===== src/ctt_pkg.sv =====
// Package for callback_timer_table: command, status and state codes.
// Depends on nothing.
`default_nettype none
package ctt_pkg;
  localparam int unsigned IdW   = 16;
  localparam int unsigned ArgW  = 32;
  localparam int unsigned TimeW = 32;
  localparam int unsigned SlotW = 5;

  typedef enum logic [2:0] {
    MODE_ADD     = 3'd0,
    MODE_RESTART = 3'd1,
    MODE_CANCEL  = 3'd2,
    MODE_TICK    = 3'd3,
    MODE_DONE    = 3'd4
  } mode_t;

  typedef enum logic [2:0] {
    ST_ADDED     = 3'd0,
    ST_PRESENT   = 3'd1,
    ST_RESTARTED = 3'd2,
    ST_FULL      = 3'd3,
    ST_BLOCKED   = 3'd4,
    ST_CANCELLED = 3'd5,
    ST_DONE      = 3'd6
  } status_t;

  typedef enum logic [2:0] {
    S_IDLE,
    S_SCAN,
    S_EMIT,
    S_FINAL,
    S_OUT
  } state_t;
endpackage
`default_nettype wire


===== src/callback_timer_table.sv =====
// Top level of the callback timer table: sequencer, per-slot flags and the
// argument/time stores, one shared subtract/compare unit walking the slots.
// Depends on ctt_pkg and ctt_ram.
//
// Items are handled one at a time through one shared saturating subtract and
// compare unit that looks at one slot per cycle while scanning, pausing while
// a fire item waits for m_tready; tready is high only while idle. An add
// without a live match, a restart, a cancel and a tick with nonzero elapsed
// time walk all SLOTS slots; an add that finds a live match at slot k stops
// there; a completion, an undefined mode and a tick with zero elapsed time
// go from the first scan step straight to the final step. A tick emits a
// fire item for each expired live slot, and a result that waits for m_tready
// holds the block. Argument words are held in a RAM read one slot a cycle
// while scanning.
`default_nettype none
module callback_timer_table #(
  parameter int unsigned SLOTS = 32
) (
  input  wire logic         clk,
  input  wire logic         rst,
  input  wire logic         s_tvalid,
  output logic              s_tready,
  // mode[2:0], callback_id[18:3], arg_tag[50:19], time_ms[82:51],
  // elapsed_ms[114:83], slot_in[119:115]
  input  wire logic [119:0] s_tdata,
  output logic              m_tvalid,
  input  wire logic         m_tready,
  // status[2:0], slot[7:3], fired_id[23:8], fired_arg[55:24]
  output logic [55:0]       m_tdata,
  // kind
  output logic              m_tuser,
  output logic              m_tlast
);
  import ctt_pkg::*;
  localparam int unsigned IW = $clog2(SLOTS);

  // flag and id/time storage
  logic [SLOTS-1:0] used, canc, pend;
  logic [IdW-1:0]   eid   [SLOTS];
  logic [TimeW-1:0] etime [SLOTS];

  // latched command
  logic [2:0]       mode;
  logic [IdW-1:0]   cid;
  logic [ArgW-1:0]  carg;
  logic [TimeW-1:0] ctime, cel;
  logic [SlotW-1:0] csl;

  state_t state, state_next;
  logic [IW:0]   idx;
  logic [IW-1:0] ix;
  logic          found;
  logic [IW-1:0] hit;

  // output register
  logic [2:0]       o_status;
  logic [SlotW-1:0] o_slot;
  logic [IdW-1:0]   o_id;
  logic             o_kind, o_last;

  assign ix = idx[IW-1:0];

  // lowest free slot
  logic [IW-1:0] free_ix;
  always_comb begin
    free_ix = '0;
    for (int k = SLOTS - 1; k >= 0; k--)
      if (!used[k]) free_ix = IW'(k);
  end

  // argument RAM, read address follows the scan index
  logic          ram_we;
  logic [IW-1:0] ram_addr;
  logic [ArgW-1:0] ram_rd;
  ctt_ram #(.WIDTH(ArgW), .DEPTH(SLOTS)) u_arg (
    .clk(clk), .we(ram_we), .addr(ram_addr), .wdata(carg), .rdata(ram_rd)
  );

  // shared unit: saturating subtract and match for the current slot
  logic [TimeW-1:0] t_eff, t_new;
  logic             live_m, id_m, expire;
  always_comb begin
    t_eff  = canc[ix] ? '0 : etime[ix];
    t_new  = (t_eff <= cel) ? '0 : t_eff - cel;
    id_m   = used[ix] && (eid[ix] == cid);
    live_m = id_m && !canc[ix];
    expire = used[ix] && (t_new == '0) && !pend[ix];
  end

  // next state
  always_comb begin
    state_next = state;
    unique case (state)
      S_IDLE:  if (s_tvalid) state_next = S_SCAN;
      S_SCAN: begin
        if (mode == MODE_TICK && cel != '0 && expire && !canc[ix] && eid[ix] != '0)
          state_next = S_EMIT;
        else if (mode == MODE_ADD && live_m) state_next = S_OUT;
        else if (idx == (IW+1)'(SLOTS - 1) || mode == MODE_DONE || mode > MODE_DONE)
          state_next = S_FINAL;
        else if (mode == MODE_TICK && cel == '0) state_next = S_FINAL;
      end
      S_EMIT:  if (m_tready) state_next = (idx == (IW+1)'(SLOTS)) ? S_FINAL : S_SCAN;
      S_FINAL: state_next = S_OUT;
      S_OUT:   if (m_tready) state_next = S_IDLE;
      default: state_next = S_IDLE;
    endcase
  end

  // handshake outputs
  always_comb begin
    s_tready = (state == S_IDLE);
    m_tvalid = (state == S_OUT) || (state == S_EMIT);
    m_tdata  = {(o_kind ? ram_rd : {ArgW{1'b0}}), o_id, o_slot, o_status};
    m_tuser  = o_kind;
    m_tlast  = o_last;
    // new entry written at the lowest free slot
    ram_we   = (state == S_FINAL) && (mode == MODE_ADD || mode == MODE_RESTART)
               && !found && !(&used);
    // a waiting fire item keeps its slot addressed so the argument holds
    if (state == S_EMIT) ram_addr = o_slot[IW-1:0];
    else if (ram_we) ram_addr = free_ix;
    else ram_addr = ix;
  end

  // sequencer registers
  always_ff @(posedge clk) begin
    if (rst) begin
      state <= S_IDLE;
      used  <= '0;
      canc  <= '0;
      pend  <= '0;
      for (int k = 0; k < SLOTS; k++) begin
        eid[k]   <= '0;
        etime[k] <= '0;
      end
      idx    <= '0;
      found  <= 1'b0;
      hit    <= '0;
      o_kind <= 1'b0;
      o_last <= 1'b0;
    end else begin
      state <= state_next;
      unique case (state)
        S_IDLE: if (s_tvalid) begin
          mode  <= s_tdata[2:0];
          cid   <= s_tdata[18:3];
          carg  <= s_tdata[50:19];
          ctime <= s_tdata[82:51];
          cel   <= s_tdata[114:83];
          csl   <= s_tdata[119:115];
          idx   <= '0;
          found <= 1'b0;
          hit   <= '0;
        end
        S_SCAN: begin
          idx <= idx + 1'b1;
          unique case (mode)
            MODE_ADD: if (live_m) begin
              o_kind <= 1'b0; o_status <= ST_PRESENT; o_slot <= SlotW'(ix);
              o_id <= '0; o_last <= 1'b1;
            end
            MODE_RESTART: if (live_m) begin
              found <= 1'b1; hit <= ix;
            end
            MODE_CANCEL: if (id_m) begin
              canc[ix] <= 1'b1;
              if (!found) begin found <= 1'b1; hit <= ix; end
            end
            MODE_TICK: if (cel != '0 && used[ix]) begin
              if (expire && (canc[ix] || eid[ix] == '0)) begin
                used[ix] <= 1'b0; canc[ix] <= 1'b0; pend[ix] <= 1'b0;
                eid[ix] <= '0; etime[ix] <= '0;
              end else begin
                etime[ix] <= t_new;
                if (expire) begin
                  pend[ix] <= 1'b1;
                  o_kind <= 1'b1; o_status <= ST_ADDED; o_slot <= SlotW'(ix);
                  o_id <= eid[ix]; o_last <= 1'b0;
                end
              end
            end
            default: ;
          endcase
        end
        S_FINAL: begin
          o_kind <= 1'b0; o_id <= '0; o_last <= 1'b1;
          o_slot <= '0; o_status <= ST_DONE;
          unique case (mode)
            MODE_ADD, MODE_RESTART: begin
              if (found && mode == MODE_RESTART) begin
                o_slot <= SlotW'(hit);
                if (pend[hit]) o_status <= ST_BLOCKED;
                else begin
                  o_status <= ST_RESTARTED; etime[hit] <= ctime;
                end
              end else if (&used) begin
                o_status <= ST_FULL;
              end else begin
                o_status <= ST_ADDED; o_slot <= SlotW'(free_ix);
                used[free_ix] <= 1'b1; canc[free_ix] <= 1'b0;
                pend[free_ix] <= 1'b0; eid[free_ix] <= cid;
                etime[free_ix] <= ctime;
              end
            end
            MODE_CANCEL: begin
              o_status <= ST_CANCELLED; o_slot <= SlotW'(hit);
            end
            MODE_DONE: begin
              o_slot <= csl;
              if (32'(csl) < SLOTS && used[csl[IW-1:0]] && pend[csl[IW-1:0]]) begin
                if (ctime != '0) begin
                  etime[csl[IW-1:0]] <= ctime; pend[csl[IW-1:0]] <= 1'b0;
                end else begin
                  used[csl[IW-1:0]] <= 1'b0; canc[csl[IW-1:0]] <= 1'b0;
                  pend[csl[IW-1:0]] <= 1'b0; eid[csl[IW-1:0]] <= '0;
                  etime[csl[IW-1:0]] <= '0;
                end
              end
            end
            default: ;
          endcase
        end
        default: ;
      endcase
    end
  end
endmodule
`default_nettype wire


===== src/ctt_ram.sv =====
// Generic single-port RAM with registered read.
// Depends on nothing.
`default_nettype none
module ctt_ram #(
  parameter int unsigned WIDTH = 32,
  parameter int unsigned DEPTH = 32
) (
  input  wire logic                     clk,
  input  wire logic                     we,
  input  wire logic [$clog2(DEPTH)-1:0] addr,
  input  wire logic [WIDTH-1:0]         wdata,
  output logic      [WIDTH-1:0]         rdata
);
  logic [WIDTH-1:0] mem [DEPTH];

  // single port, read data registered; a same-cycle write returns the old word
  always_ff @(posedge clk) begin
    if (we) mem[addr] <= wdata;
    rdata <= mem[addr];
  end
endmodule
`default_nettype wire


===== config.mk =====
export PLATFORM = sky130hd
export DESIGN_NAME = callback_timer_table
export DESIGN_NICKNAME = d
export VERILOG_FILES = /design/src/ctt_pkg.sv /design/src/callback_timer_table.sv /design/src/ctt_ram.sv
export SDC_FILE = /design/constraint.sdc
export NUM_CORES = 2
export LEC_CHECK = 0
export BUFFER_PORTS_ARGS = -buffer_cell sky130_fd_sc_hd__buf_4
export CAP_MARGIN = 20
export CORE_AREA = 3 3 596 598
export CTS_BUF_LIST = sky130_fd_sc_hd__clkbuf_4 sky130_fd_sc_hd__clkbuf_8 sky130_fd_sc_hd__clkbuf_16
export CTS_CLUSTER_DIAMETER = 150
export DETAILED_ROUTE_END_ITERATION = 8
export DIE_AREA = 0 0 599 601
export SETUP_SLACK_MARGIN = 0.05
export SYNTH_ARGS = -nofsm -noshare
export SYNTH_HDL_FRONTEND = slang
export SYNTH_HIERARCHICAL = 1
export SYNTH_SLANG_ARGS = --single-unit
export TNS_END_PERCENT = 100

===== constraint.sdc =====
create_clock -name clk -period 12.1 [get_ports clk]
set_input_delay 1.815 -clock clk [delete_from_list [all_inputs] [get_ports clk]]
set_output_delay 1.815 -clock clk [all_outputs]
set_load 0.05 [all_outputs]

==> metrics.cfg <==
[status]
outcome=completed

[synthesis]
synthCells=8328
syn_nets=8489
yosysSeqAreaShare_pct=68.64
async_flop_share_pct=0
ys.warnings.count=6
synthesis.area_um2=122700
synth-main-ff-cell=edfxtp_1
ys_seq_elements=2854
synth_cell_type_count=103
syn_area_per_cell_um2=14.73
synth_edf_count=2704

[die]
die-width_um=599
die_h_um=601
start_util_pct=35.08
coreArea_um2=349700
ioPinCount=184
dieArea_um2=360000
rows=217

[global_routing]
track_usage_pct=20.49
grt-ovfl-total=0
grt_pass1_vias=74149
grt_pass1_wl_um=536300
grt_antenna_before_repair=9
grt_max_degree=127

[critical_path]
reg2regPathDepth=19
r2r_setup_slack_ps=2980
r2r_end=eid[19][12]$_SDFFCE_PN0P_
cp.required_ps=12590
cp-start-kind=register
critical_path_class=reg -> reg
path_max_fanout=43
crit_arrival_ps=9610
end_kind=register

[power_and_ir_drop]
p_leak_nw=43.31
finalPower_mw=25.40
cellPowerDensity_nw_per_um2=182.2
ir_worst_vdd_uv=154.3

[clock_tree]
cts_max_level=5
root_buffer=clkbuf_16
post_cts_resized=0
hold_buffers=0
clkTransAtPathRegs_ps=60
clk_latency_ps=950
post_cts_buffers=0
clock_sinks=2854
cts_buffers=308
cts_tree=yes
cts_buffer_depth=4

[cells_and_area]
drive_above_1_share_pct=18.08
finalNonFillerCells=13272
multiInputGateArea_um2=35590
layout.nets=8586
area_growth_pct=13.65
final_area_um2=139400
seq_area_um2=84220
fill_cells=31900

[place]
gp_congestion=0.9669
dp_cells=12701
placed_area_um2=129300
io_buffers=183
dp_hpwl_um=225500

[sta]
fin_crit_sh_pct=75.35
period_needed_ps=9118
rsz0062_at_grt=false
skew_ps=85.14
whs_ps=483.4
tns_ps=0
maxSlewHeadroom_pct=8.989
setup_viol=0
fmax_mhz=109.7
hold_violations=0
tightest_slew_ps=1365
slew_violations=0

[min_path]
min_path_cells=2
min_path_type=reg -> reg

[detailed_routing]
wirelength_um=378900
ant_nets=0
drtIter0Drc=9314
vias=75409
dr.pass1.iters=8
wl_per_cell_um=28.55
route.detailed.drc=0
vias_per_cell=5.682

[flow_run]
max_cap_violations=0

==> layer usage <==
layer  GRT usage, %  share of wire, %  wire length [um]
met5              0            0.0018                 7
met4          8.212               4.4             16710
met3          3.960               9.3             35380
met2          33.20                48            180100
met1          27.04                39            146800
==> cells in the final DEF (no fill, tap or decap), types with 17 or more instances in the layout <==
master | Yosys | layout
o21ai_0 | 183 | 146
nand3_1 | 118 | 117
o31ai_1 | 36 | 36
clkinv_1 | 0 | 65
clkbuf_16 | 0 | 314
and2_1 | 48 | 48
or3_1 | 25 | 25
clkbuf_4 | 1 | 66
o21ai_1 | 3 | 30
a22oi_1 | 83 | 75
mux4_1 | 18 | 18
mux4_2 | 422 | 422
nand2_1 | 341 | 301
a21oi_1 | 135 | 133
nand2_2 | 0 | 40
nand4_1 | 39 | 39
and3_1 | 22 | 21
nor2_4 | 0 | 29
nor2_1 | 1746 | 1714
o22ai_1 | 286 | 286
a31oi_1 | 30 | 30
bufinv_16 | 0 | 17
xnor2_1 | 21 | 21
a22oi_2 | 10 | 18
nor3_1 | 59 | 54
ha_1 | 36 | 36
inv_1 | 71 | 70
clkinv_2 | 0 | 49
nor2b_1 | 22 | 20
buf_4 | 40 | 420
mux2i_1 | 672 | 672
dfxtp_1 | 150 | 143
o211ai_1 | 28 | 28
nor4_1 | 92 | 89
edfxtp_1 | 2704 | 2704
==> state kept, by name, summed over array words and instances (netlist names), 5 cells and up, named ones only <==
| register | cells |
|---|---|
| hit | 5 |
| u_arg/mem | 1024 |
| ctime | 32 |
| eid | 512 |
| o_slot | 5 |
| carg | 32 |
| etime | 1024 |
| u_arg/rdata | 32 |
| cel | 32 |
| csl | 5 |
| cid | 16 |
| o_id | 16 |
| idx | 6 |
| used | 32 |
==> kinds of logic (layout without fill, tap and decap cells) <==
kind of cell	after synthesis	in the layout	synth area share, %
buffers and inverters	732	1071	2.834
multiplexers	1118	1118	13.67
AO/OA/AOI/OAI	927	927	5.026
AND/OR/NAND/NOR	2622	2622	9.162
adder cells (fa/ha/maj)	37	37	0.3835
other	0	6	0
flip-flops	2854	2854	68.64
XOR/XNOR	38	38	0.2775
==> worst max path at each step <==
stage,startpoint,to,slack (ps),depth (start not counted)
2_1_floorplan,rst,carg[0]$_DFFE_PP_,4100,4
3_3_place_gp,register,eid[8][8]$_SDFFCE_PN0P_,2150,14
3_5_place_dp,register,eid[19][14]$_SDFFCE_PN0P_,2980,19
4_1_cts,register,eid[19][7]$_SDFFCE_PN0P_,2970,19
5_1_grt,register,eid[19][11]$_SDFFCE_PN0P_,2640,19
6_report,register,eid[19][12]$_SDFFCE_PN0P_,2980,19
==> report_power, final <==
group	total (mW)	switching (mW)	internal [mW]
clock	9.20	3.90	5.31
sequential	11.6	0.319	11.2
combinational	4.65	2.87	1.77
total	25.4	7.09	18.3
==> critical path: stages (launching register included) <==
cell,delay [ps]
dfxtp_4,1010
buf_4,590
mux4_2,570
mux4_2,600
mux2i_1,310
nor2_1,90
ha_1,420
nand3_1,150
o22ai_1,590
a221oi_2,170
a31oi_1,230
xnor2_1,210
a21bo_1,240
nor4_1,550
or4b_4,570
o21ai_4,150
buf_4,220
a21o_4,410
nand3_1,530
o21ai_2,950
==> synthesized netlist by cell type, drive strengths merged (7+ instances only) <==
library cell  count  share of area, %
o22ai           286               1.5
o21a             13             0.080
o31ai            36              0.22
ha               36              0.37
a31oi            31              0.16
nand2b            9             0.052
nand3           126              0.55
a22oi            93              0.61
nand4            46              0.27
a211oi           12             0.073
inv              71              0.22
nand2           341               1.0
nor3             61              0.26
buf             362               1.7
or2              11             0.056
or3b              8             0.057
mux2i           672               5.5
o21ai           187              0.77
a22o             10             0.071
and3             23              0.12
xnor2            22              0.16
edfxtp         2704                66
nand3b           15             0.092
clkbuf          298              0.91
a2bb2oi           8              0.17
or3              25              0.13
nor3b             9             0.055
mux4            440               8.1
or4               9             0.058
nor2b            22              0.11
xor2             16              0.11
dfxtp           150               2.4
and2             48              0.24
nor2           1747               5.3
nand4b            7             0.055
a221oi           16              0.13
o211ai           29              0.18
a21oi           135              0.55
a21o             12             0.080
nor4             93              0.48
==> area by class of cell <==
cell class                      instances  area share [%]
Clock buffer                          383           6.022
Multi-Input combinational cell       4742           25.53
Tap cell                             4599           4.128
Antenna cell                            6         0.01077
Sequential cell                      2854           60.42
Clock inverter                        169           1.017
Timing Repair Buffer                  448           2.685
Inverter                               71          0.1930
==> stage by stage <==
stage / utilization [%] / setup slack (ps)
after floorplan: - / 4099
after global placement: 36.92 / 2154
after detailed placement: 36.97 / 2977
after CTS: 39.77 / 2966
after global routing: 39.86 / 2643
final: 39.86 / 2982
No activity file was read; power rests on OpenSTA's default activity.
